===== config.mk =====
export PLATFORM = sky130hd
export DESIGN_NAME = laser_line_column_centroid
export DESIGN_NICKNAME = d
export VERILOG_FILES = /design/src/design/llcc_pkg.sv /design/src/design/llcc_front.sv /design/src/design/llcc_queue.sv /design/src/design/llcc_divider.sv /design/src/design/laser_line_column_centroid.sv
export SDC_FILE = /design/constraint.sdc
export NUM_CORES = 1
export LEC_CHECK = 0
export BUFFER_PORTS_ARGS = -buffer_cell sky130_fd_sc_hd__buf_2
export CAP_MARGIN = 20
export CELL_PAD_IN_SITES_DETAIL_PLACEMENT = 0
export CELL_PAD_IN_SITES_GLOBAL_PLACEMENT = 1
export CORE_UTILIZATION = 51
export CTS_CLUSTER_SIZE = 25
export DETAILED_ROUTE_END_ITERATION = 10
export PLACE_DENSITY = 0.83
export SLEW_MARGIN = 25
export SYNTH_ARGS = -nofsm -noshare
export SYNTH_HDL_FRONTEND = slang
export SYNTH_SLANG_ARGS = --single-unit

===== constraint.sdc =====
create_clock -name clk_i -period 7.3 [get_ports clk_i]
set_input_delay 0.73 -clock clk_i [delete_from_list [all_inputs] [get_ports clk_i]]
set_output_delay 0.73 -clock clk_i [all_outputs]
set_load 0.005 [all_outputs]

===== src/design/llcc_pkg.sv =====
// ----------------------------------------------------------------------------
// llcc_pkg
// Shared types and constants of the laser line column centroid block.
// ----------------------------------------------------------------------------
package llcc_pkg;

  // Field widths.
  localparam int unsigned LLCC_PIX_W  = 8;
  localparam int unsigned LLCC_WSUM_W = 28;
  localparam int unsigned LLCC_DSUM_W = 18;
  localparam int unsigned LLCC_CENT_W = 19;
  localparam int unsigned LLCC_FRAC_W = 8;

  // Defaults and fixed values.
  localparam int unsigned           LLCC_MAX_ROWS    = 1024;
  localparam int unsigned           LLCC_QUEUE_DEPTH = 2;
  localparam logic [LLCC_PIX_W-1:0] LLCC_LEVEL_RESET = 8'd150;

  // Centroid of 1.0 in Q8, reported when no pixel passed the threshold.
  localparam logic [LLCC_CENT_W-1:0] LLCC_CENT_ONE = 19'd256;
  // Largest centroid code; larger quotients clamp here.
  localparam logic [LLCC_CENT_W-1:0] LLCC_CENT_MAX = {LLCC_CENT_W{1'b1}};

  // Width of the divider step counter.
  localparam int unsigned LLCC_STEP_W = $clog2(LLCC_CENT_W + 1);

  // Column sums handed from the front to the divider.
  typedef struct packed {
    logic [LLCC_WSUM_W-1:0] wsum;
    logic [LLCC_DSUM_W-1:0] dsum;
  } llcc_sums_t;

  // Queue status seen by both sides.
  typedef struct packed {
    logic full;
    logic empty;
  } llcc_qstat_t;

  // Divider sequencer states.
  typedef enum logic [1:0] {
    ST_IDLE,
    ST_CHECK,
    ST_DIV,
    ST_DONE
  } llcc_state_e;

endpackage


===== src/design/llcc_front.sv =====
// ----------------------------------------------------------------------------
// llcc_front
// Accepts pixels, applies the threshold and accumulates the two column sums.
// ----------------------------------------------------------------------------
module llcc_front
  import llcc_pkg::*;
#(
  parameter int unsigned MaxRows = LLCC_MAX_ROWS
) (
  input  logic                  clk_i,
  input  logic                  rst_ni,
  // Pixel channel.
  input  logic                  in_valid_i,
  output logic                  in_stall_o,
  input  logic [LLCC_PIX_W-1:0] pixel_value_i,
  input  logic                  last_in_column_i,
  // Threshold register write.
  input  logic                  cfg_valid_i,
  output logic                  cfg_ready_o,
  input  logic [LLCC_PIX_W-1:0] level_threshold_i,
  // Queue side.
  input  llcc_qstat_t           qstat_i,
  output logic                  push_o,
  output llcc_sums_t            push_data_o
);

  localparam int unsigned RowW  = $clog2(MaxRows + 1);
  localparam int unsigned ProdW = RowW + LLCC_PIX_W;

  logic [LLCC_PIX_W-1:0]  level_q;
  logic [RowW-1:0]        row_q, row_d;
  logic [LLCC_WSUM_W-1:0] wsum_q, wsum_d, wsum_new;
  logic [LLCC_DSUM_W-1:0] dsum_q, dsum_d, dsum_new;
  logic                   accept;
  logic                   counted;
  logic [ProdW-1:0]       prod;
  logic [LLCC_WSUM_W:0]   wsum_ext;
  logic [LLCC_DSUM_W:0]   dsum_ext;

  assign cfg_ready_o = 1'b1;
  assign in_stall_o  = qstat_i.full;
  assign accept      = in_valid_i && !in_stall_o;

  // Threshold register.
  always_ff @(posedge clk_i or negedge rst_ni) begin
    if (!rst_ni) begin
      level_q <= LLCC_LEVEL_RESET;
    end else if (cfg_valid_i && cfg_ready_o) begin
      level_q <= level_threshold_i;
    end
  end

  // Row number of the current pixel, saturating at the row limit.
  always_comb begin
    if (row_q < RowW'(MaxRows)) begin
      row_d = row_q + RowW'(1);
    end else begin
      row_d = row_q;
    end
  end

  // Weighted and plain sums with saturation.
  always_comb begin
    counted  = pixel_value_i > level_q;
    prod     = ProdW'(row_d) * ProdW'(pixel_value_i);
    wsum_ext = {1'b0, wsum_q} + (LLCC_WSUM_W + 1)'(prod);
    dsum_ext = {1'b0, dsum_q} + (LLCC_DSUM_W + 1)'(pixel_value_i);
    if (!counted) begin
      wsum_new = wsum_q;
      dsum_new = dsum_q;
    end else begin
      wsum_new = wsum_ext[LLCC_WSUM_W] ? {LLCC_WSUM_W{1'b1}} : wsum_ext[LLCC_WSUM_W-1:0];
      dsum_new = dsum_ext[LLCC_DSUM_W] ? {LLCC_DSUM_W{1'b1}} : dsum_ext[LLCC_DSUM_W-1:0];
    end
  end

  // The last pixel closes the column: push its sums and start over.
  assign push_o           = accept && last_in_column_i;
  assign push_data_o.wsum = wsum_new;
  assign push_data_o.dsum = dsum_new;

  always_comb begin
    wsum_d = wsum_new;
    dsum_d = dsum_new;
    if (last_in_column_i) begin
      wsum_d = '0;
      dsum_d = '0;
    end
  end

  // Column state.
  always_ff @(posedge clk_i or negedge rst_ni) begin
    if (!rst_ni) begin
      row_q  <= '0;
      wsum_q <= '0;
      dsum_q <= '0;
    end else if (accept) begin
      row_q  <= last_in_column_i ? '0 : row_d;
      wsum_q <= wsum_d;
      dsum_q <= dsum_d;
    end
  end

endmodule


===== src/design/llcc_queue.sv =====
// ----------------------------------------------------------------------------
// llcc_queue
// Short queue of column sums between the pixel front and the divider.
// ----------------------------------------------------------------------------
module llcc_queue
  import llcc_pkg::*;
#(
  parameter int unsigned Depth = LLCC_QUEUE_DEPTH
) (
  input  logic        clk_i,
  input  logic        rst_ni,
  input  logic        push_i,
  input  llcc_sums_t  push_data_i,
  input  logic        pop_i,
  output llcc_sums_t  pop_data_o,
  output llcc_qstat_t qstat_o
);

  localparam int unsigned PtrW = (Depth > 1) ? $clog2(Depth) : 1;
  localparam int unsigned CntW = $clog2(Depth + 1);

  llcc_sums_t      mem_q [Depth];
  logic [PtrW-1:0] wr_ptr_q, rd_ptr_q;
  logic [CntW-1:0] count_q;

  assign qstat_o.full  = count_q == CntW'(Depth);
  assign qstat_o.empty = count_q == '0;
  assign pop_data_o    = mem_q[rd_ptr_q];

  // Entry storage.
  always_ff @(posedge clk_i) begin
    if (push_i) begin
      mem_q[wr_ptr_q] <= push_data_i;
    end
  end

  // Pointers and fill count.
  always_ff @(posedge clk_i or negedge rst_ni) begin
    if (!rst_ni) begin
      wr_ptr_q <= '0;
      rd_ptr_q <= '0;
      count_q  <= '0;
    end else begin
      if (push_i) begin
        wr_ptr_q <= (wr_ptr_q == PtrW'(Depth - 1)) ? '0 : wr_ptr_q + PtrW'(1);
      end
      if (pop_i) begin
        rd_ptr_q <= (rd_ptr_q == PtrW'(Depth - 1)) ? '0 : rd_ptr_q + PtrW'(1);
      end
      if (push_i && !pop_i) begin
        count_q <= count_q + CntW'(1);
      end else if (pop_i && !push_i) begin
        count_q <= count_q - CntW'(1);
      end
    end
  end

  // A request never enters a full queue, and none leaves an empty one.
  assert property (@(posedge clk_i) disable iff (!rst_ni) push_i |-> !qstat_o.full)
    else $error("llcc_queue: push into full queue");
  assert property (@(posedge clk_i) disable iff (!rst_ni) pop_i |-> !qstat_o.empty)
    else $error("llcc_queue: pop from empty queue");

endmodule


===== src/design/llcc_divider.sv =====
// ----------------------------------------------------------------------------
// llcc_divider
// Rounded centroid division, one quotient bit per cycle, with output register.
// ----------------------------------------------------------------------------
module llcc_divider
  import llcc_pkg::*;
(
  input  logic                   clk_i,
  input  logic                   rst_ni,
  // Queue side.
  input  llcc_qstat_t            qstat_i,
  input  llcc_sums_t             pop_data_i,
  output logic                   pop_o,
  // Result channel.
  output logic                   out_valid_o,
  input  logic                   out_stall_i,
  output logic [LLCC_CENT_W-1:0] centroid_q8_o,
  output logic                   line_found_o
);

  localparam int unsigned NumW = LLCC_WSUM_W + LLCC_FRAC_W + 1;

  llcc_state_e            state_q, state_d;
  logic [LLCC_WSUM_W-1:0] wsum_q;
  logic [LLCC_DSUM_W-1:0] dsum_q;
  logic [LLCC_DSUM_W-1:0] rem_q;
  logic [LLCC_CENT_W-1:0] quo_q;
  logic [LLCC_STEP_W-1:0] cnt_q;
  logic                   found_q;
  logic                   out_valid_q;
  logic [LLCC_CENT_W-1:0] out_cent_q;
  logic                   out_found_q;

  logic [NumW-1:0]        numer;
  logic                   ovf;
  logic [LLCC_DSUM_W:0]   trial;
  logic [LLCC_DSUM_W:0]   diff;
  logic                   ge;
  logic                   out_free;

  // Rounded numerator and the clamp test: quotient too big iff numer >= dsum * 2^19.
  always_comb begin
    numer = NumW'({wsum_q, {LLCC_FRAC_W{1'b0}}}) + NumW'(dsum_q >> 1);
    ovf   = numer >= NumW'({dsum_q, {LLCC_CENT_W{1'b0}}});
  end

  // One restoring division step.
  always_comb begin
    trial = {rem_q, quo_q[LLCC_CENT_W-1]};
    ge    = trial >= {1'b0, dsum_q};
    diff  = trial - {1'b0, dsum_q};
  end

  assign out_free = !out_valid_q || !out_stall_i;

  // Sequencer state register.
  always_ff @(posedge clk_i or negedge rst_ni) begin
    if (!rst_ni) begin
      state_q <= ST_IDLE;
    end else begin
      state_q <= state_d;
    end
  end

  // Next state and queue pop.
  always_comb begin
    state_d = state_q;
    pop_o   = 1'b0;
    case (state_q)
      ST_IDLE: begin
        if (!qstat_i.empty) begin
          pop_o   = 1'b1;
          state_d = ST_CHECK;
        end
      end
      ST_CHECK: begin
        if (dsum_q == '0 || ovf) begin
          state_d = ST_DONE;
        end else begin
          state_d = ST_DIV;
        end
      end
      ST_DIV: begin
        if (cnt_q == LLCC_STEP_W'(1)) begin
          state_d = ST_DONE;
        end
      end
      ST_DONE: begin
        if (out_free) begin
          state_d = ST_IDLE;
        end
      end
      default: state_d = ST_IDLE;
    endcase
  end

  // Divider datapath.
  always_ff @(posedge clk_i) begin
    case (state_q)
      ST_IDLE: begin
        wsum_q <= pop_data_i.wsum;
        dsum_q <= pop_data_i.dsum;
      end
      ST_CHECK: begin
        found_q <= dsum_q != '0;
        rem_q   <= numer[NumW-1 -: LLCC_DSUM_W];
        cnt_q   <= LLCC_STEP_W'(LLCC_CENT_W);
        if (dsum_q == '0) begin
          quo_q <= LLCC_CENT_ONE;
        end else if (ovf) begin
          quo_q <= LLCC_CENT_MAX;
        end else begin
          quo_q <= numer[LLCC_CENT_W-1:0];
        end
      end
      ST_DIV: begin
        rem_q <= ge ? diff[LLCC_DSUM_W-1:0] : trial[LLCC_DSUM_W-1:0];
        quo_q <= {quo_q[LLCC_CENT_W-2:0], ge};
        cnt_q <= cnt_q - LLCC_STEP_W'(1);
      end
      default: begin
      end
    endcase
  end

  // Output register: holds one result while the next column is divided.
  always_ff @(posedge clk_i or negedge rst_ni) begin
    if (!rst_ni) begin
      out_valid_q <= 1'b0;
    end else if (state_q == ST_DONE && out_free) begin
      out_valid_q <= 1'b1;
    end else if (!out_stall_i) begin
      out_valid_q <= 1'b0;
    end
  end

  always_ff @(posedge clk_i) begin
    if (state_q == ST_DONE && out_free) begin
      out_cent_q  <= quo_q;
      out_found_q <= found_q;
    end
  end

  assign out_valid_o   = out_valid_q;
  assign centroid_q8_o = out_cent_q;
  assign line_found_o  = out_found_q;

  // The partial remainder always stays below the divisor.
  assert property (@(posedge clk_i) disable iff (!rst_ni)
    state_q == ST_DIV |-> rem_q < dsum_q)
    else $error("llcc_divider: partial remainder not below divisor");
  // An empty column reports exactly row 1.0.
  assert property (@(posedge clk_i) disable iff (!rst_ni)
    out_valid_o && !line_found_o |-> centroid_q8_o == LLCC_CENT_ONE)
    else $error("llcc_divider: empty column with wrong centroid");
  // Rows are 1-based, so no centroid below row 1.0 is possible.
  assert property (@(posedge clk_i) disable iff (!rst_ni)
    out_valid_o |-> centroid_q8_o >= LLCC_CENT_ONE)
    else $error("llcc_divider: centroid below row 1.0");

endmodule


===== src/design/laser_line_column_centroid.sv =====
// ----------------------------------------------------------------------------
// laser_line_column_centroid
// Center of gravity of a laser line in one image column, in Q8 rows.
// ----------------------------------------------------------------------------
// The block takes one pixel per clock, top row first, with last_in_column_i set on
// the bottom pixel. Pixels above level_threshold add row * value and value into two
// saturating sums; the last pixel pushes both sums into a two-entry queue and
// clears the column. A serial divider takes one column at a time from the queue
// and steps through pop, a clamp check, the quotient bits (skipped when the check
// settles the result) and hand-off to the output register. The pixel channel
// stalls while the queue is full, as when columns come faster than the divider
// finishes them; the result leaves through an output register that holds while
// the next column is divided.
// ----------------------------------------------------------------------------
module laser_line_column_centroid
  import llcc_pkg::*;
#(
  parameter int unsigned MaxRows = LLCC_MAX_ROWS
) (
  input  logic                   clk_i,
  input  logic                   rst_ni,
  // Pixel channel.
  input  logic                   in_valid_i,
  output logic                   in_stall_o,
  input  logic [LLCC_PIX_W-1:0]  pixel_value_i,
  input  logic                   last_in_column_i,
  // Threshold register write.
  input  logic                   cfg_valid_i,
  output logic                   cfg_ready_o,
  input  logic [LLCC_PIX_W-1:0]  level_threshold_i,
  // Result channel.
  output logic                   out_valid_o,
  input  logic                   out_stall_i,
  output logic [LLCC_CENT_W-1:0] centroid_q8_o,
  output logic                   line_found_o
);

  llcc_qstat_t qstat;
  logic        push;
  logic        pop;
  llcc_sums_t  push_data;
  llcc_sums_t  pop_data;

  // Pixel front: threshold and column sums.
  llcc_front #(
    .MaxRows(MaxRows)
  ) u_front (
    .clk_i            (clk_i),
    .rst_ni           (rst_ni),
    .in_valid_i       (in_valid_i),
    .in_stall_o       (in_stall_o),
    .pixel_value_i    (pixel_value_i),
    .last_in_column_i (last_in_column_i),
    .cfg_valid_i      (cfg_valid_i),
    .cfg_ready_o      (cfg_ready_o),
    .level_threshold_i(level_threshold_i),
    .qstat_i          (qstat),
    .push_o           (push),
    .push_data_o      (push_data)
  );

  // Column queue.
  llcc_queue #(
    .Depth(LLCC_QUEUE_DEPTH)
  ) u_queue (
    .clk_i      (clk_i),
    .rst_ni     (rst_ni),
    .push_i     (push),
    .push_data_i(push_data),
    .pop_i      (pop),
    .pop_data_o (pop_data),
    .qstat_o    (qstat)
  );

  // Serial divider and output register.
  llcc_divider u_divider (
    .clk_i        (clk_i),
    .rst_ni       (rst_ni),
    .qstat_i      (qstat),
    .pop_data_i   (pop_data),
    .pop_o        (pop),
    .out_valid_o  (out_valid_o),
    .out_stall_i  (out_stall_i),
    .centroid_q8_o(centroid_q8_o),
    .line_found_o (line_found_o)
  );

endmodule

Word level (Yosys, flattened, before mapping)
Memory sizes are Yosys's and may differ from the RTL's. A register that Yosys moved wholly into a read port is not among the register bits.
Cells that the tools add are included.
{"block": "word_totals", "ff_bits": 135, "output_inout_bits": 23, "n_memories": 1, "inputBits": 22, "ram_bits": 92, "wordCells": 88}
{"block": "classes", "muxes": 29, "order_cmp": 4, "eq_ne": 9, "n_addsub": 10, "mul": 1, "reduce_logical": 19}
{"memory": "u_queue.mem_q", "words": 2, "width": 46, "read_ports": 1, "rd_clocked_by_memory_dff": 1, "write_ports": 1, "line": "llcc_queue.sv:22", "text": "llcc_sums_t mem_q [Depth];"}
{"operator": "two-way mux 28 bit", "n": 3}
{"operator": "two-way mux 18 bit", "n": 4}
{"operator": "two-way mux 19 bit", "n": 2}
{"operator": "case mux 19 bit (2 select lines)", "n": 1}
{"operator": "adder 36 x 17 -> 37 bit", "n": 1}
{"operator": ">= comparator 37 bit", "n": 1}
{"operator": "case mux 18 bit (2 select lines)", "n": 1}
{"operator": "adder 28 x 19 -> 29 bit", "n": 1}
{"operator": "two-way mux 11 bit", "n": 2}
{"operator": "adder 18 x 8 -> 19 bit", "n": 1}
{"operator": ">= comparator 19 x 18 -> 1 bit", "n": 1}
{"operator": "multiplier 11 x 8 -> 19 bit", "n": 1}
{"operator": "logical NOT 18 bit", "n": 1}
{"operator": "nonzero test 18 bit", "n": 1}
{"operator": "subtractor 18 bit", "n": 1}
{"operator": "adder 11 x 1 -> 11 bit, second input constant", "n": 1}
{"operator": "less-than comparator 11 bit, second input constant", "n": 1}
{"operator": "two-way mux 2 bit", "n": 5}
{"operator": "case mux 5 bit (2 select lines)", "n": 1}
{"operator": "two-way mux 1 bit", "n": 9}
{"operator": "greater-than comparator 8 bit", "n": 1}
{"operator": "case mux 2 bit (4 select lines)", "n": 1}
{"operator": "== test 2 bit, second input constant", "n": 3}
{"operator": "!= test 2 x 1 -> 1 bit, second input constant", "n": 3}
{"operator": "13 further kinds", "n": 25}

Logic depth before layout (Yosys ltp)
Gate-level depths: netlist of the first run.
{"block": "depth", "ltp_word": 8, "ltp_mapped": 23, "mapped_depth_nobuf": 21}

Modules after synthesis
Synthesis of the first run repeated with hierarchy kept, for this count alone.
{"block": "hier_totals", "cells_unflattened": 1653, "hier_area_um2": 17949.7}
{"module": "llcc_front", "area_per_inst_um2": 7936.4, "seq_area_each_um2": 1631.6, "cells_per_inst": 929, "instances": 1}
{"module": "llcc_divider", "area_per_inst_um2": 6383.6, "seq_area_each_um2": 3348.2, "cells_per_inst": 565, "instances": 1}
{"module": "llcc_queue", "area_per_inst_um2": 3629.7, "seq_area_each_um2": 2862.7, "cells_per_inst": 159, "instances": 1}

Worst setup path before layout of the first run
Ideal clock, no wire load.
{"block": "synth_path", "path_type": "register to register", "startpoint": "reg u_front.row_q[10]", "endpoint": "mem u_queue.mem_q[0][45] (netlist name) (data pin)", "stages_incl_launch_ff": 22, "n_path_buf": 2, "slack_ps": 1229, "t_arrival_ps": 5808, "synth_period_minus_slack_ps": 6071, "setup_time_ps": 262, "t_required_ps": 7038, "path_cell_list": "dfrtp_1 > nor2b_1 > nand3_1 > nor2_1 > nand3_1 > xnor2_1 > and2_1 > fa_1 > fa_1 > fa_1 > inv_1 > fa_1 > inv_1 > ha_1 > clkbuf_2 > nand3_1 > or2_2 > o31ai_1 > and2_1 > clkbuf_1 > nor3b_1 > mux2_2"}
{"item": "from (decl)", "line": "llcc_front.sv:31", "text": "logic [RowW-1:0] row_q, row_d;"}
{"item": "from (signal assigned)", "line": "llcc_front.sv:98", "text": "row_q <= last_in_column_i ? '0 : row_d;"}
{"item": "to (decl)", "line": "llcc_queue.sv:22"}

Worst setup path after layout of the first run
{"block": "layout_path", "startpoint": "reg u_front.row_q[10]", "endpoint": "reg u_front.wsum_q[27]"}
{"block": "layout_via", "elab_chain_len": 7, "elab_cells_between_ends": 8, "classes_between": "add/sub (2); mul (1); order compare (1); mux (4)"}
{"item": "adder 11 x 1 -> 11 bit or less-than comparator 11 bit (tied branches)", "line": "llcc_front.sv:56, llcc_front.sv:55"}
{"item": "two-way mux 11 bit (*)", "line": "llcc_front.sv:55", "text": "if (row_q < RowW'(MaxRows)) begin"}
{"item": "multiplier 11 x 8 -> 19 bit (*)", "line": "llcc_front.sv:65", "text": "prod = ProdW'(row_d) * ProdW'(pixel_value_i);"}
{"item": "adder 28 x 19 -> 29 bit (*)", "line": "llcc_front.sv:66", "text": "wsum_ext = {1'b0, wsum_q} + (LLCC_WSUM_W + 1)'(prod);"}
{"item": "two-way mux 28 bit (*)", "line": "llcc_front.sv:72", "text": "wsum_new = wsum_ext[LLCC_WSUM_W] ? {LLCC_WSUM_W{1'b1}} : wsum_ext[LLCC_WSUM_W-1:0];"}
{"item": "two-way mux 28 bit (*)", "line": "llcc_front.sv:68", "text": "if (!counted) begin"}
{"item": "two-way mux 28 bit (*)", "line": "llcc_front.sv:85", "text": "if (last_in_column_i) begin"}
{"item": "to (signal assigned)", "line": "llcc_front.sv:99", "text": "wsum_q <= wsum_d;"}
{"item": "to (decl)", "line": "llcc_front.sv:32", "text": "logic [LLCC_WSUM_W-1:0] wsum_q, wsum_d, wsum_new;"}
Every way passes the cells marked *; elsewhere a longest branch is shown, timed or not.
A chain may end at the register's enable or synchronous reset.

==> impl_metrics.json, run 1 <==
{
  "outcome": "finished clean",
  "path_clk_slew_ps": 60,
  "cts.htree.levels": 1,
  "startpoint": "u_front.row_q[10]",
  "maxCapViolations": 0,
  "hold_viol": 0,
  "relSlewSlack_pct": 43.0,
  "slowest_delay_ps": 550,
  "clock_skew_ps": 13.6,
  "antenna_found_initial": 0,
  "first_pass_iters": 5,
  "viasPerCell": 5.79,
  "totalWireLength_um": 40000,
  "synth_edf_count": 201,
  "clockBufferDepth": 3,
  "syn_area_um2": 17900,
  "setup_violations": 0,
  "post-place-ws_ps": 759,
  "yosys_most_used_dff": "edfxtp_1",
  "layout_setup_ws_ps": 762,
  "ir_worst_vdd_mv": 0.283,
  "rsz0062_at_grt": "no",
  "drive_gt1_share_pct": 11.6,
  "vias": 12700,
  "async_flop_share_pct": 26.4,
  "drtIter0Drc": 780,
  "diodes": 0,
  "critPathSlowestCell": "fa_1",
  "synth_seq_cells": 273,
  "clock_latency_ps": 590,
  "core_um2": 34500,
  "syn-num-nets": 1900,
  "postSynthAreaPerCell_um2": 10.6,
  "setup-tns-final_ps": 0,
  "die_x_um": 189,
  "timing.rr.start": "u_front.row_q[10]",
  "clock_sinks": 273,
  "dp_cells": 2138,
  "wl_per_cell_um": 18.2,
  "track_usage_pct": 22.8,
  "cts_tree": "built",
  "start_util_pct": 51.9,
  "ctsHoldBuffers": 0,
  "crit_top_cell": "fa_1",
  "hp-class": "input port to asynchronous set/reset pin",
  "nNetsFinal": 1926,
  "grt_pass1_vias": 12600,
  "cts.repair.resized": 0,
  "overflow": 0,
  "numPortBuffers": 43,
  "place_congestion": 0.853,
  "crit_path_end_kind": "flip-flop",
  "cts-root-buf": "clkbuf_16",
  "crit_chain": "nor2b_1 > nand3_1 > nor2_1 > xor2_1 > and2_1 > fa_1 > fa_1 > fa_1 > inv_1 > fa_1 > inv_1 > ha_1 > nand4_1 > a211oi_1 > a21oi_1 > o211ai_1 > nand4_1 > nor3b_1 > a211oi_1",
  "syn-instance-count": 1690,
  "worstMarginPinSlew_ps": 854,
  "period_needed_ps": 6540,
  "critPathArrivalTime_ps": 7040,
  "yosysSeqAreaShare_pct": 43.8,
  "final_max_slew_viol_count": 0,
  "ant_nets": 0,
  "p_per_area_nw_per_um2": 471,
  "cp_max_fo": 9,
  "die_h_um": 189,
  "boundaryPins": 45,
  "max_freq_mhz": 153,
  "min_period_over_period_pct": 89.6,
  "yosysUniqueCellTypes": 80,
  "row_count": 68,
  "grt_max_degree": 73,
  "drc_errors": 0,
  "final_cell_mix": "edfxtp_1 (201), inv_1 (168), nand2_1 (119)",
  "post-cts-setup-buffers": 0,
  "instances_no_fill": 2196,
  "power_mw": 9.27,
  "worstPathRequired_ps": 7800,
  "leakagePower_nw": 8.20,
  "cts_inserted_buffers": 31,
  "post-dp-hpwl_um": 29200,
  "dieArea_um2": 35900,
  "critPathLaunchType": "flip-flop",
  "synth_warnings": 0,
  "fill_cells": 2932,
  "grt_first_pass_wirelength_um": 65200,
  "criticalPathCategory": "flip-flop to flip-flop",
  "syn_to_final_growth_pct": 9.81,
  "final_common_cell": "edfxtp_1"
}
## worst max-delay path, delay by kind of cell (launching register included)
kind | cells | cell delay, ps
flip-flops | 1 | 440
adder cells (fa/ha/maj) | 5 | 2440
AND/OR/NAND/NOR | 7 | 1830
buffers and inverters | 2 | 100
XOR/XNOR | 1 | 500
AO/OA/AOI/OAI | 4 | 1150
## kinds of logic (layout without fill, tap and decap cells)
group	after synthesis	in the layout	synth area share, %
other cells	1	1	0.0209
buf+inv	234	285	4.97
mux	57	57	3.58
xor+xnor	76	76	3.72
simple gates	461	461	12.8
flops	273	273	43.8
compound gates	400	400	14.9
fa+ha+maj	188	188	16.2
## area by class of cell
cell class              instances  area [um2]  share of cell area, %
multi-input cells            1183        9240                   47.0
inverters                     168         631                   3.21
clock buffers                  40         840                   4.27
well taps                     455         569                   2.89
flip-flops and latches        273        7850                   39.9
clock inverters                18         206                   1.05
repair buffers                 59         342                   1.74
## cells in the mapped netlist, types with 6 or more instances
cell / n / area share (%)
o21bai_1: 7 / 0.29
o21ai_0: 94 / 2.6
or2_2: 8 / 0.28
clkbuf_1: 61 / 1.3
o221ai_1: 11 / 0.54
a22o_1: 13 / 0.64
fa_1: 74 / 8.3
a211oi_1: 27 / 1.1
xnor2_1: 36 / 1.8
ha_1: 114 / 8.0
nand3_1: 38 / 1.1
a21o_1: 25 / 1.0
a2bb2oi_1: 6 / 0.29
nor2b_1: 23 / 0.80
o21a_1: 9 / 0.38
a31o_2: 6 / 0.29
nor3_1: 26 / 0.73
a22oi_1: 8 / 0.34
a31oi_1: 25 / 0.87
and3_1: 18 / 0.63
nand2b_1: 14 / 0.49
inv_1: 168 / 3.5
a21oi_1: 89 / 2.5
dfrtp_1: 68 / 9.5
edfxtp_1: 201 / 34
o22a_1: 13 / 0.64
mux2_2: 56 / 3.5
nand2_1: 119 / 2.5
nor4_1: 9 / 0.31
and2_1: 53 / 1.9
nand4_1: 23 / 0.80
nor2_1: 106 / 2.2
xor2_1: 40 / 2.0
## metal layers
| layer | global-route usage (%) | vias to the layer above | routed length (um) |
|---|---|---|---|
| met4 | 8.47 | 0 | 1280 |
| met5 | 0 | - | 0 |
| met2 | 37.2 | 358 | 18900 |
| met3 | 2.74 | 72 | 1830 |
| li1 | - | 6137 | - |
| met1 | 31.2 | 6156 | 17900 |
## worst paths after layout
kind,slack [ps],depth (start not counted),to
worst min register to register,430,0,u_divider.line_found_o
worst min-delay path,160,1,u_front.level_q[3]
worst max-delay path,760,19,u_front.wsum_q[27]
worst max register to register,760,19,u_front.wsum_q[27]
min in group clk_i,350,3,u_front.level_q[4]
max in group asynchronous,6600,1,u_queue.rd_ptr_q
## flip-flops by register name, indices dropped and copies added, names as in the netlist
name / flops
u_divider.wsum_q: 28
u_divider.found_q: 1
u_front.row_q: 11
u_divider.rem_q: 18
u_divider.dsum_q: 18
u_divider.line_found_o: 1
u_divider.state_q: 2
u_queue.mem_q: 92
u_queue.rd_ptr_q: 1
u_divider.quo_q: 19
u_queue.wr_ptr_q: 1
u_front.dsum_q: 18
u_front.level_q: 8
u_front.wsum_q: 28
u_divider.cnt_q: 5
u_divider.centroid_q8_o: 19
u_divider.out_valid_o: 1
u_queue.count_q: 2
## power breakdown
| part | switching (mW) | internal [mW] |
|---|---|---|
| Combinational | 2.96 | 1.91 |
| Sequential | 0.351 | 2.47 |
| Clock | 0.662 | 0.927 |
| Total | 3.97 | 5.30 |
## metrics by stage
stage | cell area (um2) | hold slack [ps] | util, %
5_1_grt | 19700 | 219 | 57.0
4_1_cts | 19600 | 318 | 56.9
3_5_place_dp | 18600 | 415 | 53.8
2_1_floorplan | 17900 | 400 | -
6_report | 19700 | 155 | 57.0
3_3_place_gp | 18600 | 410 | 53.8
Power figures use the tool's default switching activity.
==> run 2: changes to the inputs <==
--- a/config.mk
+++ b/config.mk
@@ -9,11 +9,11 @@
 export CAP_MARGIN = 20
 export CELL_PAD_IN_SITES_DETAIL_PLACEMENT = 0
 export CELL_PAD_IN_SITES_GLOBAL_PLACEMENT = 1
-export CORE_UTILIZATION = 51
+export CORE_UTILIZATION = 35
 export CTS_CLUSTER_SIZE = 25
 export DETAILED_ROUTE_END_ITERATION = 10
-export PLACE_DENSITY = 0.83
-export SLEW_MARGIN = 25
+export PLACE_DENSITY = 0.63
+export SLEW_MARGIN = 20
 export SYNTH_ARGS = -nofsm -noshare
 export SYNTH_HDL_FRONTEND = slang
 export SYNTH_SLANG_ARGS = --single-unit
==> constraint.sdc (replaced) <==
create_clock -name clk_i -period 5.5 [get_ports clk_i]
set_input_delay 0.55 -clock clk_i [delete_from_list [all_inputs] [get_ports clk_i]]
set_output_delay 0.55 -clock clk_i [all_outputs]
set_load 0.005 [all_outputs]
==> run 2 against run 1 <==
Compared with the run above: the flow now finishes with violations (negative hold slack, negative setup slack); worst hold slack worse by 180 ps; clock-buffer cell count up 3; register-to-register slack worse by 800 ps; clock skew down 1.9 ps; total power up 45%; sequential power up 33%; largest power group unchanged.
==> impl_metrics.json, run 2 (synthesis results as in run 1) <==
{
  "diodes": 0,
  "hold_ws_ps": -27.6,
  "largest_register_ffs": 92,
  "first_pass_iters": 8,
  "violations": "negative hold slack, negative setup slack",
  "ant_nets": 0,
  "final_cell_mix": "edfxtp_1 (201), inv_1 (159), buf_4 (113)",
  "crit_path_end_kind": "flip-flop",
  "syn_to_final_growth_pct": 21.2,
  "hold_viol": 8,
  "relSlewSlack_pct": 26.2,
  "cts-root-buf": "clkbuf_16",
  "vias": 13100,
  "row_count": 82,
  "cts.htree.levels": 1,
  "final_max_slew_viol_count": 0,
  "ir_worst_vdd_mv": 0.319,
  "grt_pass1_vias": 13400,
  "layout_setup_ws_ps": -35.8,
  "wl_per_cell_um": 17.9,
  "hp-class": "input port to asynchronous set/reset pin",
  "track_usage_pct": 17.5,
  "grt_max_degree": 73,
  "multi_input_area_um2": 9980,
  "drc_errors": 0,
  "leakagePower_nw": 8.97,
  "cts_tree": "built",
  "grt_first_pass_wirelength_um": 73300,
  "clock_skew_ps": 11.7,
  "worstPathRequired_ps": 5830,
  "final_common_cell": "edfxtp_1",
  "max_freq_mhz": 181,
  "place_congestion": 0.806,
  "seq_area_um2": 7840,
  "period_needed_ps": 5540,
  "path_clk_slew_ps": 60,
  "p_per_area_nw_per_um2": 621,
  "worstMarginPinSlew_ps": 1110,
  "outcome": "complete, but fails checks",
  "core_um2": 50400,
  "r2r.worst_path.cells": 22,
  "clock_sinks": 273,
  "min_period_over_period_pct": 101,
  "totalWireLength_um": 45200,
  "setup_violations": 9,
  "clockBufferDepth": 3,
  "regMostFlops": "u_queue.mem_q",
  "viasPerCell": 5.19,
  "fill_cells": 4776,
  "dieArea_um2": 52100,
  "rsz0062_at_grt": "yes",
  "ctsHoldBuffers": 0,
  "die_x_um": 228,
  "start_util_pct": 35.6,
  "boundaryPins": 45,
  "critPathArrivalTime_ps": 5870,
  "cp_max_fo": 6,
  "overflow": 0,
  "drtIter0Drc": 837,
  "worstReg2RegEnd": "u_queue.mem_q[0][45]",
  "criticalPathCategory": "flip-flop to flip-flop",
  "critPathLaunchType": "flip-flop",
  "power_mw": 13.5,
  "maxCapViolations": 0,
  "cts_inserted_buffers": 31,
  "rrSetupSlack_ps": -40,
  "die_h_um": 228,
  "numPortBuffers": 43,
  "clock_latency_ps": 590,
  "post-dp-hpwl_um": 33300,
  "antenna_found_initial": 0,
  "top_regs": "u_queue.mem_q (92), u_divider.wsum_q (28), u_front.wsum_q (28)",
  "nNetsFinal": 2044,
  "timing.rr.start": "u_front.row_q[10]",
  "drive_gt1_share_pct": 23.0
}
run 2: cell count changes in the layout (fill, tap and decap cells not counted), sizes merged:
cell | previous run | this run
clkbuf | 40 | 44
buf | 59 | 176
clkinvlp | 5 | 1
bufinv | 3 | 4
run 2: final cells by class:
class                           instances  area share, %
Multi-Input combinational cell       1183           46.0
Sequential cell                       273           36.1
Timing Repair Buffer                  177           6.17
Clock buffer                           43           3.97
Tap cell                              672           3.87
Inverter                              168           2.90
Clock inverter                         15          0.968
run 2: report_power, final:
group | switching, mW | internal (mW) | total, mW
clock network | 0.866 | 1.29 | 2.16
logic | 4.36 | 3.22 | 7.59
registers | 0.467 | 3.28 | 3.75
run 2: timing repair:
action,4_1_cts,5_1_grt
buffers inserted,19,7
cloned,2,2
endpoints found under the setup margin,84,84
pin swaps,55,34
gates resized for setup,75,61
run 2: worst max path at each step:
stage / cells past startpoint / slack (ps) / start / to
6_report: 22 / -40 / u_front.row_q[10] / u_queue.mem_q[0][45]
2_1_floorplan: 21 / -50 / u_front.row_q[10] / u_queue.mem_q[0][42]
3_3_place_gp: 19 / -300 / u_front.row_q[10] / u_queue.mem_q[0][42]
5_1_grt: 24 / -340 / u_front.row_q[10] / u_front.wsum_q[25]
3_5_place_dp: 22 / -380 / u_front.row_q[10] / u_queue.mem_q[0][33]
4_1_cts: 23 / -30 / u_front.row_q[10] / u_queue.mem_q[0][41]
run 2: worst max-delay path: stages, from the launching register on:
cell and delay, ps:
dfrtp_1 400, nor2b_4 180, nand3_4 110, nor2_4 170, nand3_4 110, xnor2_4 180, buf_12 140, nand2_2 60
fa_2 540, inv_1 60, fa_2 470, fa_1 550, inv_2 40, fa_2 560, inv_2 40, ha_4 280
buf_6 100, nand2_2 50, or2_4 240, o31ai_4 240, and2_4 190, nor3b_4 220, mux2_4 320
run 2: through the flow:
step | instances | util (%) | setup slack (ps) | TNS (ps) | area [um2]
final | 2531 | 43.1 | -35.8 | -176 | 21700
after floorplan | 1690 | - | -47.4 | -99.9 | 18100
after detailed placement | 2446 | 39.2 | -380 | -18630 | 19800
after CTS | 2524 | 42.3 | -25.6 | -125 | 21300
after global placement | 2446 | 39.2 | -297 | -13950 | 19700
after global routing | 2531 | 43.1 | -340 | -17490 | 21700
run 2: layer usage:
metal | wire, um | vias to the layer above | track usage, %
met5 | 0 | - | 0
li1 | - | 6375 | -
met3 | 1490 | 68 | 1.78
met2 | 21200 | 239 | 29.1
met4 | 1190 | 0 | 4.91
met1 | 21300 | 6462 | 24.1
==> run 3: changes to the inputs <==
--- a/config.mk
+++ b/config.mk
@@ -10,6 +10,7 @@
 export CELL_PAD_IN_SITES_DETAIL_PLACEMENT = 0
 export CELL_PAD_IN_SITES_GLOBAL_PLACEMENT = 1
 export CORE_UTILIZATION = 35
+export CTS_BUF_LIST = sky130_fd_sc_hd__clkbuf_4 sky130_fd_sc_hd__clkbuf_8 sky130_fd_sc_hd__clkbuf_16
 export CTS_CLUSTER_SIZE = 25
 export DETAILED_ROUTE_END_ITERATION = 10
 export PLACE_DENSITY = 0.63
==> run 3 against run 2 <==
Compared with the run above: the flow still finishes with violations (negative hold slack, negative setup slack); critical endpoint unchanged; global-route usage is essentially flat; clock-buffer cell count unchanged; critical path depth fell by 1.
==> impl_metrics.json, run 3 (synthesis results as in run 1) <==
{
  "clock_skew_ps": 14.3,
  "die_h_um": 228,
  "critPathArrivalTime_ps": 5840,
  "swShare_pct": 42.1,
  "rsz0062_at_grt": "yes",
  "rrSetupSlack_ps": -10,
  "critPathSlowestCell": "fa_1",
  "seq_area_um2": 7840,
  "cts.htree.levels": 1,
  "setup_violations": 6,
  "totalWireLength_um": 45400,
  "post-dp-hpwl_um": 33300,
  "worstReg2RegEnd": "u_queue.mem_q[0][45]",
  "vias": 13200,
  "place_congestion": 0.806,
  "layout_setup_ws_ps": -13.0,
  "path_clk_slew_ps": 60,
  "worstPathRequired_ps": 5830,
  "hp-class": "input port to asynchronous set/reset pin",
  "nNetsFinal": 2044,
  "die_x_um": 228,
  "clock_latency_ps": 590,
  "ant_nets": 0,
  "hold_viol": 9,
  "drc_errors": 0,
  "path_delay_family": "adder cells",
  "power_frac_comb_pct": 56.1,
  "worstMarginPinSlew_ps": 1120,
  "slowest_delay_ps": 520,
  "max_freq_mhz": 181,
  "grt_first_pass_wirelength_um": 73200,
  "period_needed_ps": 5510,
  "finalInstanceArea_um2": 21700,
  "crit_top_cell": "fa_1",
  "antenna_found_initial": 0,
  "overflow": 0,
  "first_pass_iters": 5,
  "netSwitchingPower_mw": 5.70,
  "multi_input_area_um2": 9920,
  "r2r.worst_path.cells": 21,
  "violations": "negative hold slack, negative setup slack",
  "leakagePower_nw": 9.00,
  "final_common_cell": "edfxtp_1",
  "final_cell_mix": "edfxtp_1 (201), inv_1 (160), nand2_1 (113)",
  "clock_sinks": 273,
  "viasPerCell": 5.20,
  "fill_cells": 4771,
  "final_util_pct": 43.1,
  "boundaryPins": 45,
  "cts_inserted_buffers": 31,
  "min_period_over_period_pct": 100,
  "ir_worst_vdd_mv": 0.315,
  "regMostFlops": "u_queue.mem_q",
  "drtIter0Drc": 858,
  "cts_tree": "built",
  "final_max_slew_viol_count": 0,
  "clockBufferDepth": 3,
  "cp_max_fo": 5,
  "maxCapViolations": 0,
  "start_util_pct": 35.6,
  "grt_max_degree": 73,
  "dieArea_um2": 52100,
  "criticalPathCategory": "flip-flop to flip-flop",
  "path_buf_inv": 5,
  "diodes": 0,
  "crit_path_end_kind": "flip-flop",
  "power_mw": 13.6,
  "cts-root-buf": "clkbuf_16",
  "hold_ws_ps": -28.6,
  "dpl_cell_area_um2": 19800,
  "drive_gt1_share_pct": 23.2,
  "grt_pass1_vias": 13300,
  "syn_to_final_growth_pct": 21.1,
  "core_um2": 50400,
  "numPortBuffers": 43,
  "wl_per_cell_um": 17.9,
  "track_usage_pct": 17.5,
  "p_clk_share_pct": 16.2,
  "largest_register_ffs": 92,
  "timing.rr.start": "u_front.row_q[0]",
  "outcome": "complete, but fails checks",
  "relSlewSlack_pct": 25.3,
  "internal_power_mw": 7.85,
  "crit_chain": "buf_4 > ha_1 > nand2b_1 > xnor2_2 > buf_4 > and2_1 > fa_1 > fa_1 > fa_1 > inv_1 > fa_1 > inv_1 > ha_4 > buf_4 > o21a_1 > o31a_1 > o31ai_4 > o31ai_4 > and2_4 > nor3b_4 > mux2_4",
  "top_regs": "u_queue.mem_q (92), u_divider.wsum_q (28), u_front.wsum_q (28)",
  "critPathLaunchType": "flip-flop",
  "post-place-ws_ps": -380,
  "row_count": 82,
  "p_per_area_nw_per_um2": 625,
  "power_frac_seq_pct": 27.7
}
==> run 3: power groups by stage <==
stage | logic [mW] | registers (mW) | clock network, mW
6_report | 7.61 | 3.75 | 2.20
3_3_place_gp | 7.04 | 3.78 | 0
2_1_floorplan | 5.04 | 3.58 | 0
4_1_cts | 7.40 | 3.76 | 2.25
5_1_grt | 8.54 | 3.83 | 2.33
3_5_place_dp | 7.10 | 3.79 | 0
==> run 3: layout make-up <==
type | count | share of cell area (%)
Multi-Input combinational cell | 1183 | 45.7
Clock inverter | 15 | 0.969
Inverter | 168 | 2.91
Clock buffer | 43 | 4.11
Sequential cell | 273 | 36.2
Timing Repair Buffer | 177 | 6.24
Tap cell | 672 | 3.88
==> run 3: repair_timing <==
| item | CTS | global route |
|---|---|---|
| buffers inserted | 19 | 5 |
| gates resized for setup | 82 | 48 |
| hold buffers | 0 | 0 |
| hold endpoints to repair | 0 | 0 |
| endpoints found under the setup margin | 84 | 84 |
| gates cloned | 1 | 3 |
| pin swaps | 62 | 28 |
==> run 3: worst max-delay path by stage <==
stage | startpoint | to | slack, ps | cells past startpoint
after global placement | u_front.row_q[10] | u_queue.mem_q[0][42] | -300 | 19
after floorplan | u_front.row_q[10] | u_queue.mem_q[0][42] | -50 | 21
final | u_front.row_q[0] | u_queue.mem_q[0][45] | -10 | 21
after CTS | u_front.row_q[10] | u_queue.mem_q[1][42] | -0.009 | 22
after detailed placement | u_front.row_q[10] | u_queue.mem_q[0][33] | -380 | 22
after global routing | u_front.row_q[10] | u_queue.mem_q[1][42] | -310 | 23
==> run 3: layer usage <==
layer	share of wire (%)	GRT usage [%]	vias to the layer above
met1	48	24.1	6482
met3	2.9	1.80	64
met4	2.6	4.80	0
met5	0	0	-
met2	47	29.1	250
li1	-	-	6367
==> run 3: per-stage QoR <==
| step | setup TNS [ps] | cells |
|---|---|---|
| after floorplan | -99.9 | 1690 |
| after global placement | -13950 | 2446 |
| after detailed placement | -18630 | 2446 |
| after CTS | -0.00933 | 2523 |
| after global routing | -17670 | 2531 |
| final | -60.2 | 2531 |
==> run 3: worst reg2reg max path, delay by kind of cell, from the launching register on <==
family                     cells  cell delay [ps]
muxes                          1              320
buffers and inverters          5              560
and+or+nand+nor                4              690
AOI/OAI and AO/OA              4              700
adders and majority gates      6             2460
DFF                            1              390
xor gates and xnor gates       1              120
